===== src/rtl/kdce_pkg.sv =====
// ----------------------------------------------------------------------------
// kdce_pkg: shared types and constants for the knob code entry panel
// Phase, key, status and sequencer codes, field widths and the control
// bundle that drives the shared arithmetic unit.
// ----------------------------------------------------------------------------
package kdce_pkg;

	localparam int MAX_DIGITS = 8;
	localparam int DIG_W      = $clog2(MAX_DIGITS);
	localparam int CNT_W      = 4;
	localparam int BASE_W     = 5;
	localparam int NIB_W      = 4;
	localparam int VAL_W      = 32;
	localparam int WORD_W     = NIB_W * MAX_DIGITS;
	localparam int NIB_CNT_W  = $clog2(VAL_W / NIB_W);

	localparam logic [BASE_W-1:0] BASE_MIN = BASE_W'(2);
	localparam logic [BASE_W-1:0] BASE_MAX = BASE_W'(16);

	// configuration register indexes
	localparam int REG_IDX_W = 1;
	localparam logic [REG_IDX_W-1:0] REG_DIGIT_BASE  = 1'b0;
	localparam logic [REG_IDX_W-1:0] REG_DIGIT_COUNT = 1'b1;

	typedef enum logic [1:0] {
		PH_IDLE = 2'd0,
		PH_PAGE = 2'd1,
		PH_EDIT = 2'd2
	} phase_t;

	typedef enum logic [2:0] {
		KEY_ADVANCE  = 3'd0,
		KEY_LEFT     = 3'd1,
		KEY_RIGHT    = 3'd2,
		KEY_FUNCTION = 3'd3,
		KEY_COMMIT   = 3'd4,
		KEY_OTHER    = 3'd5
	} key_t;

	typedef enum logic [1:0] {
		ST_NONE  = 2'd0,
		ST_SAVED = 2'd1,
		ST_LEFT  = 2'd2
	} status_t;

	typedef enum logic [1:0] {
		ED_NONE = 2'd0,
		ED_DEC  = 2'd1,
		ED_INC  = 2'd2
	} edit_t;

	typedef enum logic [1:0] {
		S_IDLE = 2'd0,
		S_DIV  = 2'd1,
		S_WALK = 2'd2,
		S_FIN  = 2'd3
	} seq_state_t;

	typedef enum logic {
		UOP_DIV = 1'b0,
		UOP_MAC = 1'b1
	} unit_op_t;

	typedef struct packed {
		unit_op_t            op;
		logic [BASE_W-1:0]   base;
	} unit_ctl_t;

endpackage


===== src/rtl/knob_digit_code_entry.sv =====
// ----------------------------------------------------------------------------
// knob_digit_code_entry: rotary-knob code entry panel
// Loads a code as base-N digits, edits them under a cursor with knob keys
// and packs them back into a code on commit.
// ----------------------------------------------------------------------------
//
//  channel  | direction | handshake            | payload
//  ---------+-----------+----------------------+------------------------------------
//  s_*      | in        | s_tvalid / s_tready  | tuser: mode; tdata: key, load_value
//  m_*      | out       | m_tvalid / m_tready  | tdata: digit_word, cursor, phase,
//           |           |                      |        status, code_value
//  cfg_*    | in        | cfg_we (no wait)     | cfg_addr register index, cfg_wdata
//
//  A key event runs a walk over all digit slots through the shared
//  multiply-accumulate, then the final state loads the output register.
//  A load first runs the shared divide step for every digit in use, which
//  retires four quotient bits a cycle. s_tready is high only while the
//  sequencer is idle; a finished item holds in the final state until the
//  output register frees. Reset restores defaults.
// ----------------------------------------------------------------------------
module knob_digit_code_entry
	import kdce_pkg::*;
(
	input  logic                  clk,
	input  logic                  arst_n,
	// slave side
	input  logic                  s_tvalid,
	output logic                  s_tready,
	input  logic [39:0]           s_tdata,   // [2:0] key, [34:3] load_value, rest zero
	input  logic [0:0]            s_tuser,   // [0] mode
	// master side
	output logic                  m_tvalid,
	input  logic                  m_tready,
	output logic [71:0]           m_tdata,   // [31:0] digit_word, [34:32] cursor,
	                                         // [36:35] phase, [38:37] status,
	                                         // [70:39] code_value, [71] zero
	// configuration
	input  logic                  cfg_we,
	input  logic [REG_IDX_W-1:0]  cfg_addr,
	input  logic [BASE_W-1:0]     cfg_wdata
);

	// configuration
	logic [BASE_W-1:0]  base_q;
	logic [CNT_W-1:0]   count_q;
	logic [BASE_W-1:0]  base_eff;
	logic [CNT_W-1:0]   cnt_eff;
	logic [CNT_W-1:0]   cnt_m1;

	// architectural state
	logic [NIB_W-1:0]   digits_q [MAX_DIGITS];
	logic [DIG_W-1:0]   cursor_q;
	phase_t             phase_q;

	// sequencer
	seq_state_t         state_q, state_d;
	logic [NIB_CNT_W-1:0] nib_q;
	logic [DIG_W-1:0]   dig_q;
	logic [DIG_W-1:0]   idx_q;
	edit_t              edit_q;
	status_t            status_q;

	// datapath
	logic [VAL_W-1:0]   val_q;
	logic [NIB_W-1:0]   rem_q;
	logic [VAL_W-1:0]   acc_q;
	logic [WORD_W-1:0]  word_q;

	// output register
	logic               out_valid_q;
	logic [WORD_W-1:0]  out_word_q;
	logic [DIG_W-1:0]   out_cursor_q;
	phase_t             out_phase_q;
	status_t            out_status_q;
	logic [VAL_W-1:0]   out_code_q;

	// input fields
	logic               in_mode;
	key_t               in_key;
	logic [VAL_W-1:0]   in_load;
	logic               accept;

	// accept decode
	phase_t             phase_nx;
	logic [DIG_W-1:0]   cursor_nx;
	edit_t              edit_nx;
	status_t            status_nx;

	// shared unit
	unit_ctl_t          ctl;
	logic [VAL_W-1:0]   u_operand;
	logic [NIB_W-1:0]   u_digit;
	logic [VAL_W-1:0]   u_result;
	logic [NIB_W-1:0]   u_rem;

	// walk and divide helpers
	logic [NIB_W-1:0]   bm1;
	logic [NIB_W-1:0]   cur_dig;
	logic [NIB_W-1:0]   new_dig;
	logic               in_use;
	logic [DIG_W-1:0]   load_idx;
	logic               nib_last;
	logic               dig_last;
	logic               walk_last;
	logic               out_free;

	assign in_mode = s_tuser[0];
	assign in_key  = key_t'(s_tdata[2:0]);
	assign in_load = s_tdata[34:3];

	// clamp the base to 2..16 and the count to 1..MAX_DIGITS
	always_comb begin
		if (base_q < BASE_MIN)
			base_eff = BASE_MIN;
		else if (base_q > BASE_MAX)
			base_eff = BASE_MAX;
		else
			base_eff = base_q;
		if (count_q == '0)
			cnt_eff = CNT_W'(1);
		else if (count_q > CNT_W'(MAX_DIGITS))
			cnt_eff = CNT_W'(MAX_DIGITS);
		else
			cnt_eff = count_q;
	end

	assign cnt_m1 = cnt_eff - CNT_W'(1);
	assign bm1    = NIB_W'(base_eff - BASE_W'(1));

	assign s_tready = (state_q == S_IDLE);
	assign accept   = s_tvalid && s_tready;
	assign out_free = !out_valid_q || m_tready;

	// decode a key event against the current phase
	always_comb begin
		phase_nx  = phase_q;
		cursor_nx = cursor_q;
		edit_nx   = ED_NONE;
		status_nx = ST_NONE;
		case (phase_q)
			PH_PAGE: begin
				case (in_key)
					KEY_COMMIT: begin
						phase_nx  = PH_EDIT;
						cursor_nx = '0;
					end
					KEY_FUNCTION: begin
						phase_nx  = PH_IDLE;
						cursor_nx = '0;
						status_nx = ST_LEFT;
					end
					default: ;
				endcase
			end
			PH_EDIT: begin
				case (in_key)
					KEY_ADVANCE: begin
						// wrap after the last digit in use, also when the
						// cursor already sits beyond a lowered count
						if ({1'b0, cursor_q} >= cnt_m1)
							cursor_nx = '0;
						else
							cursor_nx = cursor_q + DIG_W'(1);
					end
					KEY_LEFT:  edit_nx = ED_DEC;
					KEY_RIGHT: edit_nx = ED_INC;
					KEY_FUNCTION: begin
						phase_nx  = PH_IDLE;
						cursor_nx = '0;
						status_nx = ST_LEFT;
					end
					KEY_COMMIT: begin
						phase_nx  = PH_IDLE;
						cursor_nx = '0;
						status_nx = ST_SAVED;
					end
					default: ;
				endcase
			end
			default: ;
		endcase
	end

	// digit under the walk pointer, with the knob edit applied at the cursor
	assign cur_dig = digits_q[idx_q];
	always_comb begin
		new_dig = cur_dig;
		if (idx_q == cursor_q) begin
			case (edit_q)
				ED_DEC: new_dig = (cur_dig == '0) ? bm1 : cur_dig - NIB_W'(1);
				// a digit left above a lowered base wraps to zero
				ED_INC: new_dig = (cur_dig >= bm1) ? '0 : cur_dig + NIB_W'(1);
				default: new_dig = cur_dig;
			endcase
		end
	end

	assign in_use    = ({1'b0, idx_q} < cnt_eff);
	assign load_idx  = cnt_m1[DIG_W-1:0] - dig_q;
	assign nib_last  = (nib_q == NIB_CNT_W'((VAL_W / NIB_W) - 1));
	assign dig_last  = ({1'b0, dig_q} == cnt_m1);
	assign walk_last = (idx_q == DIG_W'(MAX_DIGITS - 1));

	// shared unit steering
	always_comb begin
		ctl.base  = base_eff;
		u_digit   = new_dig;
		if (state_q == S_DIV) begin
			ctl.op    = UOP_DIV;
			u_operand = val_q;
		end else begin
			ctl.op    = UOP_MAC;
			u_operand = acc_q;
		end
	end

	kdce_unit u_unit (
		.ctl     (ctl),
		.operand (u_operand),
		.rem_in  (rem_q),
		.digit   (u_digit),
		.result  (u_result),
		.rem_out (u_rem)
	);

	// sequencer next state
	always_comb begin
		state_d = state_q;
		case (state_q)
			S_IDLE: if (accept) state_d = in_mode ? S_WALK : S_DIV;
			S_DIV:  if (nib_last && dig_last) state_d = S_WALK;
			S_WALK: if (walk_last) state_d = S_FIN;
			S_FIN:  if (out_free) state_d = S_IDLE;
			default: state_d = S_IDLE;
		endcase
	end

	always_ff @(posedge clk or negedge arst_n) begin
		if (!arst_n) begin
			state_q <= S_IDLE;
		end else begin
			state_q <= state_d;
		end
	end

	// configuration, architectural state and sequencer counters
	always_ff @(posedge clk or negedge arst_n) begin
		if (!arst_n) begin
			base_q      <= BASE_W'(8);
			count_q     <= CNT_W'(4);
			for (int i = 0; i < MAX_DIGITS; i++)
				digits_q[i] <= '0;
			cursor_q    <= '0;
			phase_q     <= PH_IDLE;
			nib_q       <= '0;
			dig_q       <= '0;
			idx_q       <= '0;
			edit_q      <= ED_NONE;
			status_q    <= ST_NONE;
			out_valid_q <= 1'b0;
		end else begin
			if (cfg_we) begin
				case (cfg_addr)
					REG_DIGIT_BASE:  base_q  <= cfg_wdata;
					REG_DIGIT_COUNT: count_q <= cfg_wdata[CNT_W-1:0];
					default: ;
				endcase
			end

			case (state_q)
				S_IDLE: begin
					if (accept) begin
						idx_q <= '0;
						nib_q <= '0;
						dig_q <= '0;
						if (!in_mode) begin
							// digits past the count read back as zero
							for (int i = 0; i < MAX_DIGITS; i++)
								digits_q[i] <= '0;
							cursor_q <= '0;
							phase_q  <= PH_PAGE;
							edit_q   <= ED_NONE;
							status_q <= ST_NONE;
						end else begin
							cursor_q <= cursor_nx;
							phase_q  <= phase_nx;
							edit_q   <= edit_nx;
							status_q <= status_nx;
						end
					end
				end
				S_DIV: begin
					nib_q <= nib_q + NIB_CNT_W'(1);
					if (nib_last) begin
						// remainder is the next digit, lowest first
						digits_q[load_idx] <= u_rem;
						dig_q <= dig_q + DIG_W'(1);
					end
				end
				S_WALK: begin
					digits_q[idx_q] <= new_dig;
					idx_q <= idx_q + DIG_W'(1);
				end
				default: ;
			endcase

			if (state_q == S_FIN && out_free)
				out_valid_q <= 1'b1;
			else if (m_tready)
				out_valid_q <= 1'b0;
		end
	end

	// datapath and result payload
	always_ff @(posedge clk) begin
		case (state_q)
			S_IDLE: begin
				if (accept) begin
					val_q  <= in_load;
					rem_q  <= '0;
					acc_q  <= '0;
					word_q <= '0;
				end
			end
			S_DIV: begin
				val_q <= u_result;
				rem_q <= nib_last ? '0 : u_rem;
			end
			S_WALK: begin
				if (in_use) begin
					acc_q  <= u_result;
					word_q <= {word_q[WORD_W-NIB_W-1:0], new_dig};
				end
			end
			S_FIN: begin
				if (out_free) begin
					out_word_q   <= word_q;
					out_cursor_q <= cursor_q;
					out_phase_q  <= phase_q;
					out_status_q <= status_q;
					out_code_q   <= (status_q == ST_SAVED) ? acc_q : '0;
				end
			end
			default: ;
		endcase
	end

	assign m_tvalid = out_valid_q;
	assign m_tdata  = {1'b0, out_code_q, out_status_q, out_phase_q, out_cursor_q, out_word_q};

`ifndef SYNTH
	// the partial remainder stays below the base through every divide step
	a_rem_below_base: assert property (@(posedge clk) disable iff (!arst_n)
		state_q == S_DIV |-> {1'b0, rem_q} < base_eff)
		else $error("divide remainder reached the base");

	// the sequencer is busy in the cycle after a transfer
	a_busy_after_xfer: assert property (@(posedge clk) disable iff (!arst_n)
		s_tvalid && s_tready |=> !s_tready)
		else $error("input taken while sequencer busy");

	// leaving the page always parks the cursor
	a_idle_cursor_home: assert property (@(posedge clk) disable iff (!arst_n)
		phase_q == PH_IDLE |-> cursor_q == '0)
		else $error("cursor off home while idle");

	// a saved code is reported only with the panel back at idle
	a_saved_is_idle: assert property (@(posedge clk) disable iff (!arst_n)
		m_tvalid && out_status_q == ST_SAVED |-> out_phase_q == PH_IDLE)
		else $error("saved status outside idle phase");

	// code_value is zero unless the code was saved
	a_code_only_saved: assert property (@(posedge clk) disable iff (!arst_n)
		m_tvalid && out_status_q != ST_SAVED |-> out_code_q == '0)
		else $error("code value without save");
`endif

endmodule


===== src/rtl/kdce_unit.sv =====
// ----------------------------------------------------------------------------
// kdce_unit: shared arithmetic unit
// Divide step: shifts four dividend bits through a radix-2 restoring divide
// by the digit base. Multiply-accumulate: operand * base + digit.
// ----------------------------------------------------------------------------
module kdce_unit
	import kdce_pkg::*;
(
	input  unit_ctl_t          ctl,
	input  logic [VAL_W-1:0]   operand,
	input  logic [NIB_W-1:0]   rem_in,
	input  logic [NIB_W-1:0]   digit,
	output logic [VAL_W-1:0]   result,
	output logic [NIB_W-1:0]   rem_out
);

	logic [NIB_W-1:0]      qbits;
	logic [NIB_W-1:0]      r;
	logic [NIB_W:0]        t;
	logic [VAL_W+BASE_W-1:0] prod;

	// four dependent compare/subtract steps on a 5-bit partial remainder
	always_comb begin
		r     = rem_in;
		qbits = '0;
		t     = '0;
		for (int j = 0; j < NIB_W; j++) begin
			t = {r, operand[VAL_W-1-j]};
			if (t >= ctl.base) begin
				qbits[NIB_W-1-j] = 1'b1;
				t = t - ctl.base;
			end
			r = t[NIB_W-1:0];
		end
	end

	assign prod = operand * ctl.base;

	always_comb begin
		case (ctl.op)
			UOP_DIV: begin
				result  = {operand[VAL_W-NIB_W-1:0], qbits};
				rem_out = r;
			end
			UOP_MAC: begin
				result  = prod[VAL_W-1:0] + {{(VAL_W-NIB_W){1'b0}}, digit};
				rem_out = '0;
			end
			default: begin
				result  = '0;
				rem_out = '0;
			end
		endcase
	end

endmodule


===== config.mk =====
export PLATFORM = sky130hd
export DESIGN_NAME = knob_digit_code_entry
export DESIGN_NICKNAME = d
export VERILOG_FILES = /design/src/rtl/kdce_pkg.sv /design/src/rtl/knob_digit_code_entry.sv /design/src/rtl/kdce_unit.sv
export SDC_FILE = /design/constraint.sdc
export NUM_CORES = 1
export LEC_CHECK = 0
export ABC_CLOCK_PERIOD_IN_PS = 7900
export BUFFER_PORTS_ARGS = -buffer_cell sky130_fd_sc_hd__buf_2
export CELL_PAD_IN_SITES_DETAIL_PLACEMENT = 1
export CELL_PAD_IN_SITES_GLOBAL_PLACEMENT = 1
export CORE_MARGIN = 2
export CORE_UTILIZATION = 49
export CTS_CLUSTER_SIZE = 25
export DETAILED_ROUTE_END_ITERATION = 12
export PLACE_DENSITY = 0.87
export SLEW_MARGIN = 20
export SYNTH_ARGS = -nofsm -noshare
export SYNTH_HDL_FRONTEND = slang
export SYNTH_HIERARCHICAL = 1
export SYNTH_SLANG_ARGS = --single-unit

===== constraint.sdc =====
create_clock -name clk -period 7.9 [get_ports clk]
set_input_delay 1.185 -clock clk [delete_from_list [all_inputs] [get_ports clk]]
set_output_delay 1.185 -clock clk [all_outputs]
set_load 0.01 [all_outputs]

==> results.cfg <==
[global_routing]
antenna_found_initial = 2
track_usage = 0.2678
grt_max_degree = 72
met2_usage = 0.4785
busiest_layer = met2
use_met3 = 0.04040
overflow = 0
use_met1 = 0.3221
grt_pass1_wl_um = 76530
grt_pass1_vias = 14180

[yosys]
netlist_instances = 1571
ys_ff_latch = 233
synth-compound-area-share = 0.1145
synth_area_leaders = edfxtp_1 30%, fa_1 11%, dfrtp_1 8.8%
synth_area_um2 = 16990
synth_cell_types = 91
ys_async_sr_fraction = 0.2661
seq_area_frac_synth = 0.3938
synth_top_family_by_area = adder cells
synth_fa_ha_area_frac = 0.1920
yosys.area.top_type_share = 0.3023
synth-simple-area-share = 0.1529
synth_area_per_cell_um2 = 10.81
synth_edf_count = 171
synth_mux_area_frac = 0.07963
ys.flop_type = edfxtp_1
synth_nets = 1829
ys_warn_count = 6
synth-xor-area-share = 0.02350
synth_area_leader_cell = edfxtp_1

[timing]
relSlewSlack = 0.3015
finalHoldViolCount = 0
fin_crit_sh = 0.9449
tightest_slew_ns = 1.040
fin_crit_ns = 7.464
slew_viol_final = 0
max_freq_ghz = 0.1340
setup_viol = 0
fin_worst_skew_ns = 0.02792
fin_tns_setup_ns = 0

[setup_path]
crit_path_frequent_cell = a21o_1
cpLargestDelayFamily = compound AO/OA/AOI/OAI gates
path_class = flop to flop
slowest_delay_ns = 0.54
arrival_ns = 7.94
slowest_stage = a211oi_2
worst_r2r_endpoint = digits_q[25]$_DFFE_PN0P_
r2r-start = state_q[1]$_DFFE_PN0P_
critical_path.max_fanout = 7
endpoint_kind = flop
r2r_slack_ns = 0.44
worst_r2r_path_depth = 33
crit_buf_inv = 5
cp-start-kind = flop
cp.required_ns = 8.37

[clock_network]
clockRootBuffer = clkbuf_16
cts_setup_buffers = 0
clk_latency_ns = 0.57
cts_buffers = 26
clk_pin_slew_ns = 0.06
h-tree-depth = 1
clkSinkCount = 233
clock_path_buffers = 3
cts_tree = built

[min_path]
whs_endpoint = out_word_q[28]$_DFFE_PP_
hold_depth = 0
hp-class = flop to flop
holdCritStartpoint = word_q[28]$_SDFFCE_PN0P_

[routing]
ant_nets = 0
vias_per_cell = 5.862
drcViolationCount = 0
firstDrtPassIters = 5
wl_per_cell_um = 21.94
vias = 12700
wirelength_um = 47530
drtIter0Drc = 704

[flow_run]
maxCapViolCount = 0

[run_status]
status = finished, final reports clean

[final_layout]
nets = 1948
drive_gt1_frac = 0.2029
fillCellCount = 3708
syn_to_final_growth_pct = 12.53

[floorplan]
coreArea_um2 = 34370
std_cell_rows = 68
initial_core_util = 0.4942
die_height_um = 190.2
die_area_um2 = 36170
io_pins = 126
die_width_um = 190.2

[placed_design]
dp_hpwl_um = 33590
place.gp.congestion = 0.9104
port_buffers = 119
-- registers in the layout, indices dropped and copies added, names as in the netlist --
signal	count
digits_q	32
out_code_q	32
idx_q	3
rem_q	4
acc_q	32
out_word_q	32
dig_q	3
base_q	5
state_q	2
m_tvalid	1
nib_q	3
phase_q	2
out_cursor_q	3
edit_q	2
cursor_q	3
out_status_q	2
out_phase_q	2
word_q	32
val_q	32
count_q	4
status_q	2
-- layout by cell type (no fill, tap or decap), drive strengths merged, types with 17 or more instances in the layout --
cell type / count
dfrtp: 60
edfxtp: 171
a21oi: 62
fa: 91
and2: 160
xnor2: 30
o21ai: 65
nand2: 166
mux2i: 17
a21o: 23
nand3: 23
buf: 158
clkbuf: 38
ha: 115
nand2b: 20
mux2: 101
nor2: 60
inv: 122
-- how the worst max path moves through the flow --
stage,startpoint,end,cells past startpoint
5_1_grt,state_q[1]$_DFFE_PN0P_,digits_q[26]$_DFFE_PN0P_,34
2_1_floorplan,state_q[1]$_DFFE_PN0P_,digits_q[24]$_DFFE_PN0P_,34
4_1_cts,base_q[3]$_DFFE_PN1P_,digits_q[25]$_DFFE_PN0P_,32
3_3_place_gp,idx_q[2]$_DFFE_PN0P_,val_q[24]$_DFFE_PP_,28
3_5_place_dp,base_q[3]$_DFFE_PN1P_,digits_q[9]$_DFFE_PN0P_,32
6_report,state_q[1]$_DFFE_PN0P_,digits_q[25]$_DFFE_PN0P_,33
-- metrics by stage --
step	setup WS (ns)	utilization	instances	hold slack, ns	cell area (µm²)
2_1_floorplan	0.6516	-	1571	0.4003	16990
3_3_place_gp	0.4389	0.5292	2116	0.4019	18190
3_5_place_dp	0.2939	0.5292	2116	0.4061	18190
4_1_cts	0.1352	0.5546	2164	0.4213	19060
5_1_grt	-0.009900	0.5559	2165	0.4249	19110
6_report	0.4356	0.5561	2167	0.4197	19110
-- synthesized netlist by cell type (all sizes together) (6+ instances only) --
master	count
nand4	8
and2	160
ha	115
buf	17
a21oi	62
a22oi	16
xnor2	30
a21o	23
o221ai	15
nor2	60
edfxtp	171
nand2b	20
nand3	23
nor3	16
nor2b	16
a211oi	15
a31oi	7
nand3b	6
mux2i	17
mux2	101
and3	8
dfrtp	60
nand2	166
xor2	13
o21ai	65
o31ai	11
inv	121
clkbuf	50
o311ai	6
fa	91
-- layer usage --
layer / share of wire / vias to the layer above
li1: - / 5767
met1: 0.40 / 6492
met2: 0.51 / 323
met3: 0.044 / 120
met4: 0.038 / 0
met5: 0 / -
-- cells by family (layout without fill, tap and decap cells) --
family,Yosys count,after routing
AND/OR/NAND/NOR,503,503
buffers and inverters,188,327
XOR/XNOR,44,44
flip-flops,233,233
other,1,3
AO/OA/AOI/OAI,276,276
multiplexers,120,120
adder cells (fa/ha/maj),206,206
-- what timing repair did --
item	4_1_cts	5_1_grt
endpoints found under the hold margin	0	0
hold buffers	0	0
setup endpoints to repair	0	33
resized for setup	0	8
-- final cells by class --
cell class	instances	area [µm²]	share of cell area
Clock inverter	10	117.6	0.006153
Antenna cell	2	5.005	0.0002618
Sequential cell	233	6691	0.3501
Multi-Input combinational cell	1150	9612	0.5028
Tap cell	455	569.3	0.02978
Timing Repair Buffer	158	908.4	0.04752
Clock buffer	38	757.0	0.03960
Inverter	121	454.2	0.02376
Power is left out: the tool's default activity adds up to more than one toggle a clock period on the data nets, which glitch-free logic cannot reach.
